`src/hw/rtl/nscp_pkg.sv`:
```
// Shared types and constants for the nested-scope cycle profiler.
// No dependencies; used by nscp_div and nested_scope_cycle_profiler.
`default_nettype none
package nscp_pkg;

   localparam int TS_W    = 32;
   localparam int SUM_W   = 40;
   localparam int TRACK_W = 44;
   localparam int DVD_W   = 56;
   localparam int DVS_W   = 40;
   localparam int DEN_W   = 18;
   localparam int VALUE_W = 26;
   localparam int SLOT_W  = 5;
   localparam int STEP_W  = 6;

   localparam int MILLE = 1000;
   localparam int DECI  = 10;

   localparam logic [1:0] OP_FRAME_BEGIN = 2'd0;
   localparam logic [1:0] OP_ENTER       = 2'd1;
   localparam logic [1:0] OP_LEAVE       = 2'd2;
   localparam logic [1:0] OP_FRAME_END   = 2'd3;

   localparam logic [0:0] CSR_ENABLED = 1'd0;
   localparam logic [0:0] CSR_WINDOW  = 1'd1;

   typedef struct packed {
      logic             start;
      logic [DVD_W-1:0] dividend;
      logic [DVS_W-1:0] divisor;
   } div_req_type;

   typedef struct packed {
      logic             done;
      logic [DVD_W-1:0] quotient;
   } div_rsp_type;

endpackage
`default_nettype wire

```
`src/hw/rtl/nested_scope_cycle_profiler.sv`:
```
// Nested-scope cycle profiler: scope stack, frame and window sums, report sequencer.
// Depends on nscp_pkg and nscp_div.
//
// Usage: events (frame begin, scope enter, scope leave, frame end) arrive on the
// req_ channel with a 32-bit timestamp; a transaction is taken when req_valid is
// high and req_stall low. Each event is handled in the cycle it is taken.
// A frame end that completes a window starts a report of BUCKETS+2 transactions
// on the rsp_ channel (bucket shares, tracked share, average frame cost, the
// last one flagged by rsp_last). Every report value comes from one pass of a
// shared 56-step restoring divider, one result at a time; a receiver stall
// holds up the report. req_stall stays high until the last result is registered.
// One output register holds each result; while rsp_stall is high it holds
// and the sequencer waits with the next quotient ready.
// Reset (synchronous) disables counting and clears the control state and sums;
// window_frames returns to 30. Writing the enable register over csr_ clears the
// frame and window state too. No clearing pass is needed after reset.
`default_nettype none
module nested_scope_cycle_profiler #(
   parameter int BUCKETS     = 5,
   parameter int STACK_DEPTH = 16
) (
   input  wire         clock,
   input  wire         reset,
   input  wire         req_valid,
   output logic        req_stall,
   input  wire  [1:0]  req_operation,
   input  wire  [3:0]  req_bucket,
   input  wire  [31:0] req_timestamp,
   output logic        rsp_valid,
   input  wire         rsp_stall,
   output logic [4:0]  rsp_slot,
   output logic [25:0] rsp_value,
   output logic        rsp_last,
   input  wire         csr_write,
   input  wire  [0:0]  csr_index,
   input  wire  [7:0]  csr_data
);

   localparam int BIW = (BUCKETS > 1) ? $clog2(BUCKETS) : 1;
   localparam int SIW = (STACK_DEPTH > 1) ? $clog2(STACK_DEPTH) : 1;
   localparam int DW  = $clog2(STACK_DEPTH + 1);
   localparam logic [4:0] SLOT_TRACKED = 5'(BUCKETS);
   localparam logic [4:0] SLOT_COST    = 5'(BUCKETS + 1);

   typedef enum logic [1:0] {ST_IDLE, ST_LOAD, ST_DIV} state_type;

   state_type state_ff, state_in;
   logic enabled_ff, enabled_in;
   logic [7:0] wf_ff, wf_in;
   logic active_ff, active_in;
   logic err_ff, err_in;
   logic [DW-1:0] depth_ff, depth_in;
   logic [3:0]  stack_bucket_ff [STACK_DEPTH];
   logic [3:0]  stack_bucket_in [STACK_DEPTH];
   logic [31:0] stack_start_ff [STACK_DEPTH];
   logic [31:0] stack_start_in [STACK_DEPTH];
   logic [31:0] frame_start_ff, frame_start_in;
   logic [31:0] frame_cyc_ff [BUCKETS];
   logic [31:0] frame_cyc_in [BUCKETS];
   logic [nscp_pkg::SUM_W-1:0] win_total_ff, win_total_in;
   logic [nscp_pkg::SUM_W-1:0] win_cyc_ff [BUCKETS];
   logic [nscp_pkg::SUM_W-1:0] win_cyc_in [BUCKETS];
   logic [7:0] count_ff, count_in;
   logic [4:0] k_ff, k_in;
   logic [nscp_pkg::TRACK_W-1:0] tracked_ff, tracked_in;
   logic rsp_valid_ff, rsp_valid_in;
   logic [4:0]  rsp_slot_ff, rsp_slot_in;
   logic [25:0] rsp_value_ff, rsp_value_in;
   logic rsp_last_ff, rsp_last_in;

   nscp_pkg::div_req_type div_req;
   nscp_pkg::div_rsp_type div_rsp;

   logic [DW-1:0]  top;
   logic [SIW-1:0] tidx;
   logic [BIW-1:0] cb;
   logic [31:0]    charge;
   logic [31:0]    frame_len;
   logic [7:0]     count_next;
   logic [BIW-1:0] kidx;
   logic [nscp_pkg::TRACK_W-1:0] part;
   logic [8:0]     cnt9;
   logic [nscp_pkg::DEN_W-1:0] den;
   logic [nscp_pkg::DVD_W-1:0] q;
   logic [25:0]    share_val;
   logic           rsp_free;

   nscp_div u_div (
      .clock (clock),
      .reset (reset),
      .req   (div_req),
      .rsp   (div_rsp)
   );

   always_comb begin
      top        = depth_ff - 1'b1;
      tidx       = top[SIW-1:0];
      cb         = stack_bucket_ff[tidx][BIW-1:0];
      charge     = req_timestamp - stack_start_ff[tidx];
      frame_len  = req_timestamp - frame_start_ff;
      count_next = count_ff + 1'b1;
      kidx       = k_ff[BIW-1:0];
      part       = (k_ff < SLOT_TRACKED) ? nscp_pkg::TRACK_W'(win_cyc_ff[kidx]) : tracked_ff;
      cnt9       = (count_ff == 8'd0) ? 9'd256 : {1'b0, count_ff};
      den        = nscp_pkg::DEN_W'(cnt9) * nscp_pkg::DEN_W'(nscp_pkg::MILLE);
      q          = div_rsp.quotient;
      if (win_total_ff == '0)
         share_val = '0;
      else if (q > nscp_pkg::DVD_W'(nscp_pkg::MILLE))
         share_val = 26'(nscp_pkg::MILLE);
      else
         share_val = q[25:0];
      rsp_free   = !rsp_valid_ff || !rsp_stall;

      div_req.start = 1'b0;
      if (k_ff == SLOT_COST) begin
         div_req.dividend = nscp_pkg::DVD_W'(win_total_ff) * nscp_pkg::DVD_W'(nscp_pkg::DECI)
                          + nscp_pkg::DVD_W'(den >> 1);
         div_req.divisor  = nscp_pkg::DVS_W'(den);
      end else begin
         div_req.dividend = nscp_pkg::DVD_W'(part) * nscp_pkg::DVD_W'(nscp_pkg::MILLE)
                          + nscp_pkg::DVD_W'(win_total_ff >> 1);
         div_req.divisor  = win_total_ff;
      end

      state_in       = state_ff;
      enabled_in     = enabled_ff;
      wf_in          = wf_ff;
      active_in      = active_ff;
      err_in         = err_ff;
      depth_in       = depth_ff;
      stack_bucket_in = stack_bucket_ff;
      stack_start_in = stack_start_ff;
      frame_start_in = frame_start_ff;
      frame_cyc_in   = frame_cyc_ff;
      win_total_in   = win_total_ff;
      win_cyc_in     = win_cyc_ff;
      count_in       = count_ff;
      k_in           = k_ff;
      tracked_in     = tracked_ff;
      rsp_valid_in   = rsp_valid_ff && rsp_stall;
      rsp_slot_in    = rsp_slot_ff;
      rsp_value_in   = rsp_value_ff;
      rsp_last_in    = rsp_last_ff;

      case (state_ff)
         ST_IDLE: begin
            if (req_valid && enabled_ff) begin
               case (req_operation)
                  nscp_pkg::OP_FRAME_BEGIN: begin
                     for (int i = 0; i < BUCKETS; i++) frame_cyc_in[i] = '0;
                     depth_in       = '0;
                     err_in         = 1'b0;
                     frame_start_in = req_timestamp;
                     active_in      = 1'b1;
                  end
                  nscp_pkg::OP_ENTER: begin
                     if (active_ff && !err_ff && ({1'b0, req_bucket} < 5'(BUCKETS))) begin
                        if (depth_ff != '0)
                           frame_cyc_in[cb] = frame_cyc_ff[cb] + charge;
                        if (depth_ff >= DW'(STACK_DEPTH)) begin
                           err_in = 1'b1;
                        end else begin
                           stack_bucket_in[depth_ff[SIW-1:0]] = req_bucket;
                           stack_start_in[depth_ff[SIW-1:0]]  = req_timestamp;
                           depth_in = depth_ff + 1'b1;
                        end
                     end
                  end
                  nscp_pkg::OP_LEAVE: begin
                     if (active_ff && !err_ff) begin
                        if (depth_ff == '0 || stack_bucket_ff[tidx] != req_bucket) begin
                           err_in = 1'b1;
                        end else begin
                           frame_cyc_in[cb] = frame_cyc_ff[cb] + charge;
                           depth_in = top;
                           if (top != '0)
                              stack_start_in[tidx - 1'b1] = req_timestamp;
                        end
                     end
                  end
                  default: begin
                     if (active_ff) begin
                        active_in = 1'b0;
                        if (err_ff || depth_ff != '0 || frame_len == '0) begin
                           depth_in = '0;
                           err_in   = 1'b0;
                        end else begin
                           win_total_in = win_total_ff + nscp_pkg::SUM_W'(frame_len);
                           for (int i = 0; i < BUCKETS; i++)
                              win_cyc_in[i] = win_cyc_ff[i] + nscp_pkg::SUM_W'(frame_cyc_ff[i]);
                           count_in = count_next;
                           if (!(count_next < wf_ff)) begin
                              state_in   = ST_LOAD;
                              k_in       = '0;
                              tracked_in = '0;
                           end
                        end
                     end
                  end
               endcase
            end
         end
         ST_LOAD: begin
            div_req.start = 1'b1;
            if (k_ff < SLOT_TRACKED)
               tracked_in = tracked_ff + part;
            state_in = ST_DIV;
         end
         ST_DIV: begin
            if (div_rsp.done && rsp_free) begin
               rsp_valid_in = 1'b1;
               rsp_slot_in  = k_ff;
               if (k_ff == SLOT_COST) begin
                  rsp_value_in = q[25:0];
                  rsp_last_in  = 1'b1;
                  win_total_in = '0;
                  for (int i = 0; i < BUCKETS; i++) win_cyc_in[i] = '0;
                  count_in = '0;
                  state_in = ST_IDLE;
               end else begin
                  rsp_value_in = share_val;
                  rsp_last_in  = 1'b0;
                  k_in     = k_ff + 1'b1;
                  state_in = ST_LOAD;
               end
            end
         end
         default: state_in = ST_IDLE;
      endcase

      if (csr_write) begin
         case (csr_index)
            nscp_pkg::CSR_ENABLED: begin
               enabled_in   = csr_data[0];
               state_in     = ST_IDLE;
               active_in    = 1'b0;
               err_in       = 1'b0;
               depth_in     = '0;
               frame_start_in = '0;
               for (int i = 0; i < BUCKETS; i++) begin
                  frame_cyc_in[i] = '0;
                  win_cyc_in[i]   = '0;
               end
               win_total_in = '0;
               count_in     = '0;
            end
            default: wf_in = csr_data;
         endcase
      end
   end

   always_ff @(posedge clock) begin
      if (reset) begin
         state_ff     <= ST_IDLE;
         enabled_ff   <= 1'b0;
         wf_ff        <= 8'd30;
         active_ff    <= 1'b0;
         err_ff       <= 1'b0;
         depth_ff     <= '0;
         frame_start_ff <= '0;
         for (int i = 0; i < BUCKETS; i++) begin
            frame_cyc_ff[i] <= '0;
            win_cyc_ff[i]   <= '0;
         end
         win_total_ff <= '0;
         count_ff     <= '0;
         k_ff         <= '0;
         tracked_ff   <= '0;
         rsp_valid_ff <= 1'b0;
      end else begin
         state_ff     <= state_in;
         enabled_ff   <= enabled_in;
         wf_ff        <= wf_in;
         active_ff    <= active_in;
         err_ff       <= err_in;
         depth_ff     <= depth_in;
         frame_start_ff <= frame_start_in;
         frame_cyc_ff <= frame_cyc_in;
         win_cyc_ff   <= win_cyc_in;
         win_total_ff <= win_total_in;
         count_ff     <= count_in;
         k_ff         <= k_in;
         tracked_ff   <= tracked_in;
         rsp_valid_ff <= rsp_valid_in;
      end
      stack_bucket_ff <= stack_bucket_in;
      stack_start_ff  <= stack_start_in;
      rsp_slot_ff     <= rsp_slot_in;
      rsp_value_ff    <= rsp_value_in;
      rsp_last_ff     <= rsp_last_in;
   end

   assign req_stall = (state_ff != ST_IDLE);
   assign rsp_valid = rsp_valid_ff;
   assign rsp_slot  = rsp_slot_ff;
   assign rsp_value = rsp_value_ff;
   assign rsp_last  = rsp_last_ff;

endmodule
`default_nettype wire

```
`src/hw/rtl/nscp_div.sv`:
```
// Restoring divider, one quotient bit per cycle, shared by all report results.
// Depends on nscp_pkg.
`default_nettype none
module nscp_div (
   input  wire                   clock,
   input  wire                   reset,
   input  wire nscp_pkg::div_req_type req,
   output nscp_pkg::div_rsp_type rsp
);

   logic [nscp_pkg::DVS_W-1:0]  rem_ff, rem_in;
   logic [nscp_pkg::DVD_W-1:0]  quo_ff, quo_in;
   logic [nscp_pkg::DVS_W-1:0]  dvs_ff;
   logic [nscp_pkg::STEP_W-1:0] cnt_ff;
   logic                        busy_ff, done_ff;
   logic [nscp_pkg::DVS_W:0]    shifted, diff;
   logic                        ge;

   always_comb begin
      shifted = {rem_ff, quo_ff[nscp_pkg::DVD_W-1]};
      diff    = shifted - {1'b0, dvs_ff};
      ge      = shifted >= {1'b0, dvs_ff};
      rem_in  = ge ? diff[nscp_pkg::DVS_W-1:0] : shifted[nscp_pkg::DVS_W-1:0];
      quo_in  = {quo_ff[nscp_pkg::DVD_W-2:0], ge};
   end

   always_ff @(posedge clock) begin
      if (reset) begin
         busy_ff <= 1'b0;
         done_ff <= 1'b0;
         cnt_ff  <= '0;
      end else if (req.start) begin
         rem_ff  <= '0;
         quo_ff  <= req.dividend;
         dvs_ff  <= req.divisor;
         cnt_ff  <= '0;
         busy_ff <= 1'b1;
         done_ff <= 1'b0;
      end else if (busy_ff) begin
         rem_ff <= rem_in;
         quo_ff <= quo_in;
         cnt_ff <= cnt_ff + 1'b1;
         if (cnt_ff == nscp_pkg::STEP_W'(nscp_pkg::DVD_W - 1)) begin
            busy_ff <= 1'b0;
            done_ff <= 1'b1;
         end
      end
   end

   assign rsp.done     = done_ff;
   assign rsp.quotient = quo_ff;

endmodule
`default_nettype wire
```
`config.mk`:
```
export PLATFORM = sky130hd
export DESIGN_NAME = nested_scope_cycle_profiler
export DESIGN_NICKNAME = d
export VERILOG_FILES = /design/src/hw/rtl/nscp_pkg.sv /design/src/hw/rtl/nested_scope_cycle_profiler.sv /design/src/hw/rtl/nscp_div.sv
export SDC_FILE = /design/constraint.sdc
export NUM_CORES = 2
export LEC_CHECK = 0
export ABC_AREA = 1
export BUFFER_PORTS_ARGS = -buffer_cell sky130_fd_sc_hd__buf_2
export CELL_PAD_IN_SITES_DETAIL_PLACEMENT = 0
export CELL_PAD_IN_SITES_GLOBAL_PLACEMENT = 1
export CORE_UTILIZATION = 31
export CTS_CLUSTER_DIAMETER = 80
export CTS_CLUSTER_SIZE = 16
export DETAILED_ROUTE_END_ITERATION = 16
export GPL_TIMING_DRIVEN = 1
export PLACE_DENSITY_LB_ADDON = 0.2
export SYNTH_ARGS = -nofsm -noshare
export SYNTH_HDL_FRONTEND = slang
export SYNTH_HIERARCHICAL = 1
export SYNTH_SLANG_ARGS = --single-unit
```
`constraint.sdc`:
```
create_clock -name clock -period 7.8 [get_ports clock]
set_input_delay 1.17 -clock clock [delete_from_list [all_inputs] [get_ports clock]]
set_output_delay 1.17 -clock clock [all_outputs]
set_load 0.01 [all_outputs]
```
==> results.sh <==
export IMPL_status="completed"
export IMPL_io_buffer_count=85
export IMPL_ys_flop_type="edfxtp_1"
export IMPL_cts_root_buf="clkbuf_16"
export IMPL_setup_viol_count_final=0
export IMPL_fmax_ghz=0.1353
export IMPL_final_core_util=0.3512
export IMPL_cts_tree="yes"
export IMPL_hpwlAfterDp_mm=314.8
export IMPL_finalClockSkew_ps=111.3
export IMPL_grt_pass1_vias=91276
export IMPL_min_period_ps=7392
export IMPL_seqPwrFrac=0.424
export IMPL_overflow=0
export IMPL_num_nets_final=14976
export IMPL_clock_latency_ps=890
export IMPL_cts_made_buffers=134
export IMPL_ff2ff_path_depth=35
export IMPL_reg2reg_from="k_ff[0]"
export IMPL_p_int_mw=11.40
export IMPL_ios=86
export IMPL_core_area_um2=318600
export IMPL_wl_mm=420.3
export IMPL_synth_area_per_cell_um2=7.136
export IMPL_worst_ep_arrival_time_ps=7930
export IMPL_worstMarginPinSlew_ps=1277
export IMPL_cp_end_kind="register"
export IMPL_vias=95078
export IMPL_whs_path_depth=2
export IMPL_hp_class="register to register"
export IMPL_critPathLaunchType="register"
export IMPL_syn_cell_area_um2=99480
export IMPL_grt_util_all_layers=0.2526
export IMPL_ant_nets=0
export IMPL_max_stage_delay_ps=550
export IMPL_slew_violations=0
export IMPL_cts_path_max_buffers=4
export IMPL_power_frac_comb=0.165
export IMPL_ys_types=66
export IMPL_switching_share=0.3152
export IMPL_fin_cells=18337
export IMPL_dp_cells=18097
export IMPL_cts_max_level=4
export IMPL_cts_hold_buf=0
export IMPL_period_share=0.9477
export IMPL_hold_start="frame_start_ff[30]"
export IMPL_hold_ws_ps=457.6
export IMPL_syn2layout_area_growth_pct=12.47
export IMPL_gp_congestion=0.9534
export IMPL_r2r_setup_slack_ps=410
export IMPL_drive_gt1_frac=0.07642
export IMPL_yosysWarningCount=6
export IMPL_clock_sinks=1260
export IMPL_crit_required_ps=8340
export IMPL_synth_seq_cells=1260
export IMPL_path_clk_slew_ps=70
export IMPL_clockPowerShare=0.411
export IMPL_start_util=0.3123
export IMPL_irDropWorstVdd_v=0.0001485
export IMPL_crit_family="adder cells"
export IMPL_relSlewSlack=0.1411
export IMPL_min_to="frame_start_ff[30]"
export IMPL_dieArea_um2=323200
export IMPL_syn_instance_count=13940
export IMPL_wl_per_cell_um=22.92
export IMPL_cp_num_buf_inv=8
export IMPL_critPathSlowestCell="fa_1"
export IMPL_p_switching_mw=5.248
export IMPL_ys_seq_area_frac=0.3284
export IMPL_crit_type="register to register"
export IMPL_r2r_end="u_div/quo_ff[46]"
export IMPL_num_rows=207
export IMPL_drtPass1Iterations=10
export IMPL_drt_iter0_markers=7718
export IMPL_die_w_um=568.5
export IMPL_antenna_found_initial=28
export IMPL_async_reset_ff_frac=0
export IMPL_via_per_inst=5.185
export IMPL_power_density_nw_per_um2=148.8
export IMPL_fp_dieH_um=568.5
export IMPL_crit_fanout=28
export IMPL_grt_max_degree=166
export IMPL_finalHoldViolCount=0
export IMPL_drc=0
export IMPL_fin_tns_setup_ps=0
export IMPL_grt_pass1_wl_mm=616.1
export IMPL_drv_cap=0
export IMPL_path_common_cell="a21oi_1"
export IMPL_p_leak_nw=49.30
export IMPL_synth_edf_count=744
==> routing by layer <==
| layer | vias to the layer above | part of all wire | global-route usage |
|---|---|---|---|
| met5 | - | 0.000074 | 0 |
| met4 | 4 | 0.029 | 0.07200 |
| met3 | 466 | 0.053 | 0.02663 |
| met2 | 2530 | 0.46 | 0.4229 |
| met1 | 45333 | 0.45 | 0.3424 |
| li1 | 46745 | - | - |
==> cells in the final DEF (no fill, tap or decap), drive strengths merged, types with 8 or more instances in the layout <==
master | synthesis | final
nand2 | 2833 | 2833
nor2 | 1883 | 1883
inv | 1781 | 1797
a21oi | 1483 | 1483
o21ai | 1249 | 1249
edfxtp | 744 | 744
ha | 630 | 630
buf | 177 | 587
dfxtp | 516 | 516
nand3 | 479 | 479
fa | 229 | 229
xor2 | 209 | 209
o22ai | 188 | 188
xnor2 | 162 | 162
clkbuf | 425 | 153
o211ai | 120 | 120
nor3 | 120 | 120
nand4 | 117 | 117
a31oi | 111 | 111
o21a | 98 | 98
nor4 | 50 | 50
o21bai | 46 | 46
clkinv | 8 | 46
a21o | 45 | 45
a21boi | 32 | 32
a32o | 30 | 30
nand3b | 29 | 29
or2 | 24 | 24
a2111oi | 19 | 19
o221ai | 14 | 14
o2111ai | 13 | 13
a221o | 12 | 12
diode | 0 | 11
and2 | 11 | 11
bufinv | 0 | 10
o31a | 9 | 9
and3 | 8 | 8
==> kinds of logic (layout without fill, tap and decap cells) <==
kind of cell,after synthesis,count (layout),synth area share
and+or+nand+nor,5556,5556,0.2263
AOI/OAI and AO/OA,3502,3502,0.1941
buffers and inverters,2391,2596,0.09299
DFF,1260,1260,0.3284
adders and majority gates,859,859,0.1253
xor gates and xnor gates,371,371,0.03285
other,1,13,0.00003770
==> worst register-to-register path: cells and delay by family, from the launching register on <==
| family | cells | cell delay (ps) |
|---|---|---|
| buffers and inverters | 8 | 910 |
| xor gates and xnor gates | 1 | 130 |
| and+or+nand+nor | 8 | 830 |
| DFF | 1 | 360 |
| AOI/OAI and AO/OA | 12 | 2280 |
| adders and majority gates | 6 | 2630 |
==> per-stage QoR <==
stage	setup slack [ps]	instance area, um2	power [mW]
6_report	408.1	111900	16.65
4_1_cts	59.06	111300	16.80
2_1_floorplan	100.9	99480	8.781
3_5_place_dp	-163.6	106900	9.931
5_1_grt	-74.59	111900	17.24
3_3_place_gp	-193.0	106900	9.940
==> cells in the mapped netlist (all sizes together) (2+ instances only) <==
cell     number  share of area
a2111oi      19         0.0017
o31ai         6        0.00045
or2          24         0.0015
nor3        120         0.0061
a221oi        5        0.00044
o31a          9        0.00079
and3          8        0.00050
nor2       1883          0.072
xnor2       162          0.014
nand3b       29         0.0022
inv        1781          0.067
o21a         98         0.0074
nand4       117         0.0074
fa          229          0.046
o211ai      120         0.0091
a21oi      1483          0.075
a22oi         5        0.00038
a221o        12         0.0012
clkinv        8        0.00030
buf         177         0.0094
dfxtp       516           0.10
a31oi       111         0.0070
a32o         30         0.0030
o2111ai      13         0.0011
clkbuf      425          0.016
o32ai         3        0.00026
o221ai       14         0.0012
and2         11        0.00069
o22ai       188          0.012
a21boi       32         0.0024
o21bai       46         0.0035
ha          630          0.079
nand3       479          0.025
nand2      2833           0.11
edfxtp      744           0.22
a211oi        6        0.00045
a31o          2        0.00018
xor2        209          0.019
nor4         50         0.0031
o21ai      1249          0.063
a21o         45         0.0034
==> sequential cells by signal (all words and copies together) (netlist names), 5 cells and up <==
| name | cells |
|---|---|
| u_div/quo_ff | 56 |
| rsp_slot | 5 |
| u_div/dvs_ff | 40 |
| frame_cyc_ff | 160 |
| depth_ff | 5 |
| count_ff | 8 |
| frame_start_ff | 32 |
| k_ff | 5 |
| stack_start_ff | 512 |
| tracked_ff | 44 |
| stack_bucket_ff | 64 |
| u_div/rem_ff | 40 |
| u_div/cnt_ff | 6 |
| rsp_value | 26 |
| win_total_ff | 40 |
| wf_ff | 8 |
| win_cyc_ff | 200 |
==> power groups by stage <==
stage / Sequential (mW) / Combinational, mW / Clock (mW)
3_5_place_dp: 7.21 / 2.72 / 0
2_1_floorplan: 7.18 / 1.61 / 0
4_1_cts: 7.06 / 2.73 / 7.01
3_3_place_gp: 7.22 / 2.72 / 0
5_1_grt: 7.06 / 2.97 / 7.21
6_report: 7.06 / 2.75 / 6.84
==> what timing repair did <==
action	in CTS	in global routing
setup endpoints to repair	2	36
gates cloned	0	2
endpoints found under the hold margin	0	0
setup buffers	0	10
pin swaps	0	13
gates resized for setup	1	148
==> worst max-delay path by stage <==
| stage | from | end | slack (ps) | depth (start not counted) |
|---|---|---|---|---|
| 2_1_floorplan | k_ff[0] | u_div/quo_ff[48] | 100 | 40 |
| 5_1_grt | k_ff[0] | u_div/quo_ff[44] | -70 | 40 |
| 4_1_cts | k_ff[0] | u_div/quo_ff[44] | 60 | 40 |
| 3_3_place_gp | k_ff[0] | u_div/quo_ff[52] | -190 | 30 |
| 6_report | k_ff[0] | u_div/quo_ff[46] | 410 | 35 |
| 3_5_place_dp | k_ff[0] | u_div/quo_ff[52] | -160 | 30 |
==> area by class of cell <==
cell class | count | area [um2]
clock inverter | 67 | 858.3
timing repair buffer | 590 | 4468
fill | 34391 | 206700
antenna | 11 | 27.53
clock buffer | 150 | 3497
sequential | 1260 | 32680
inverter | 1789 | 6764
multi-input combinational | 10290 | 58350
tap | 4180 | 5230
(Power assumes the default switching activity.)
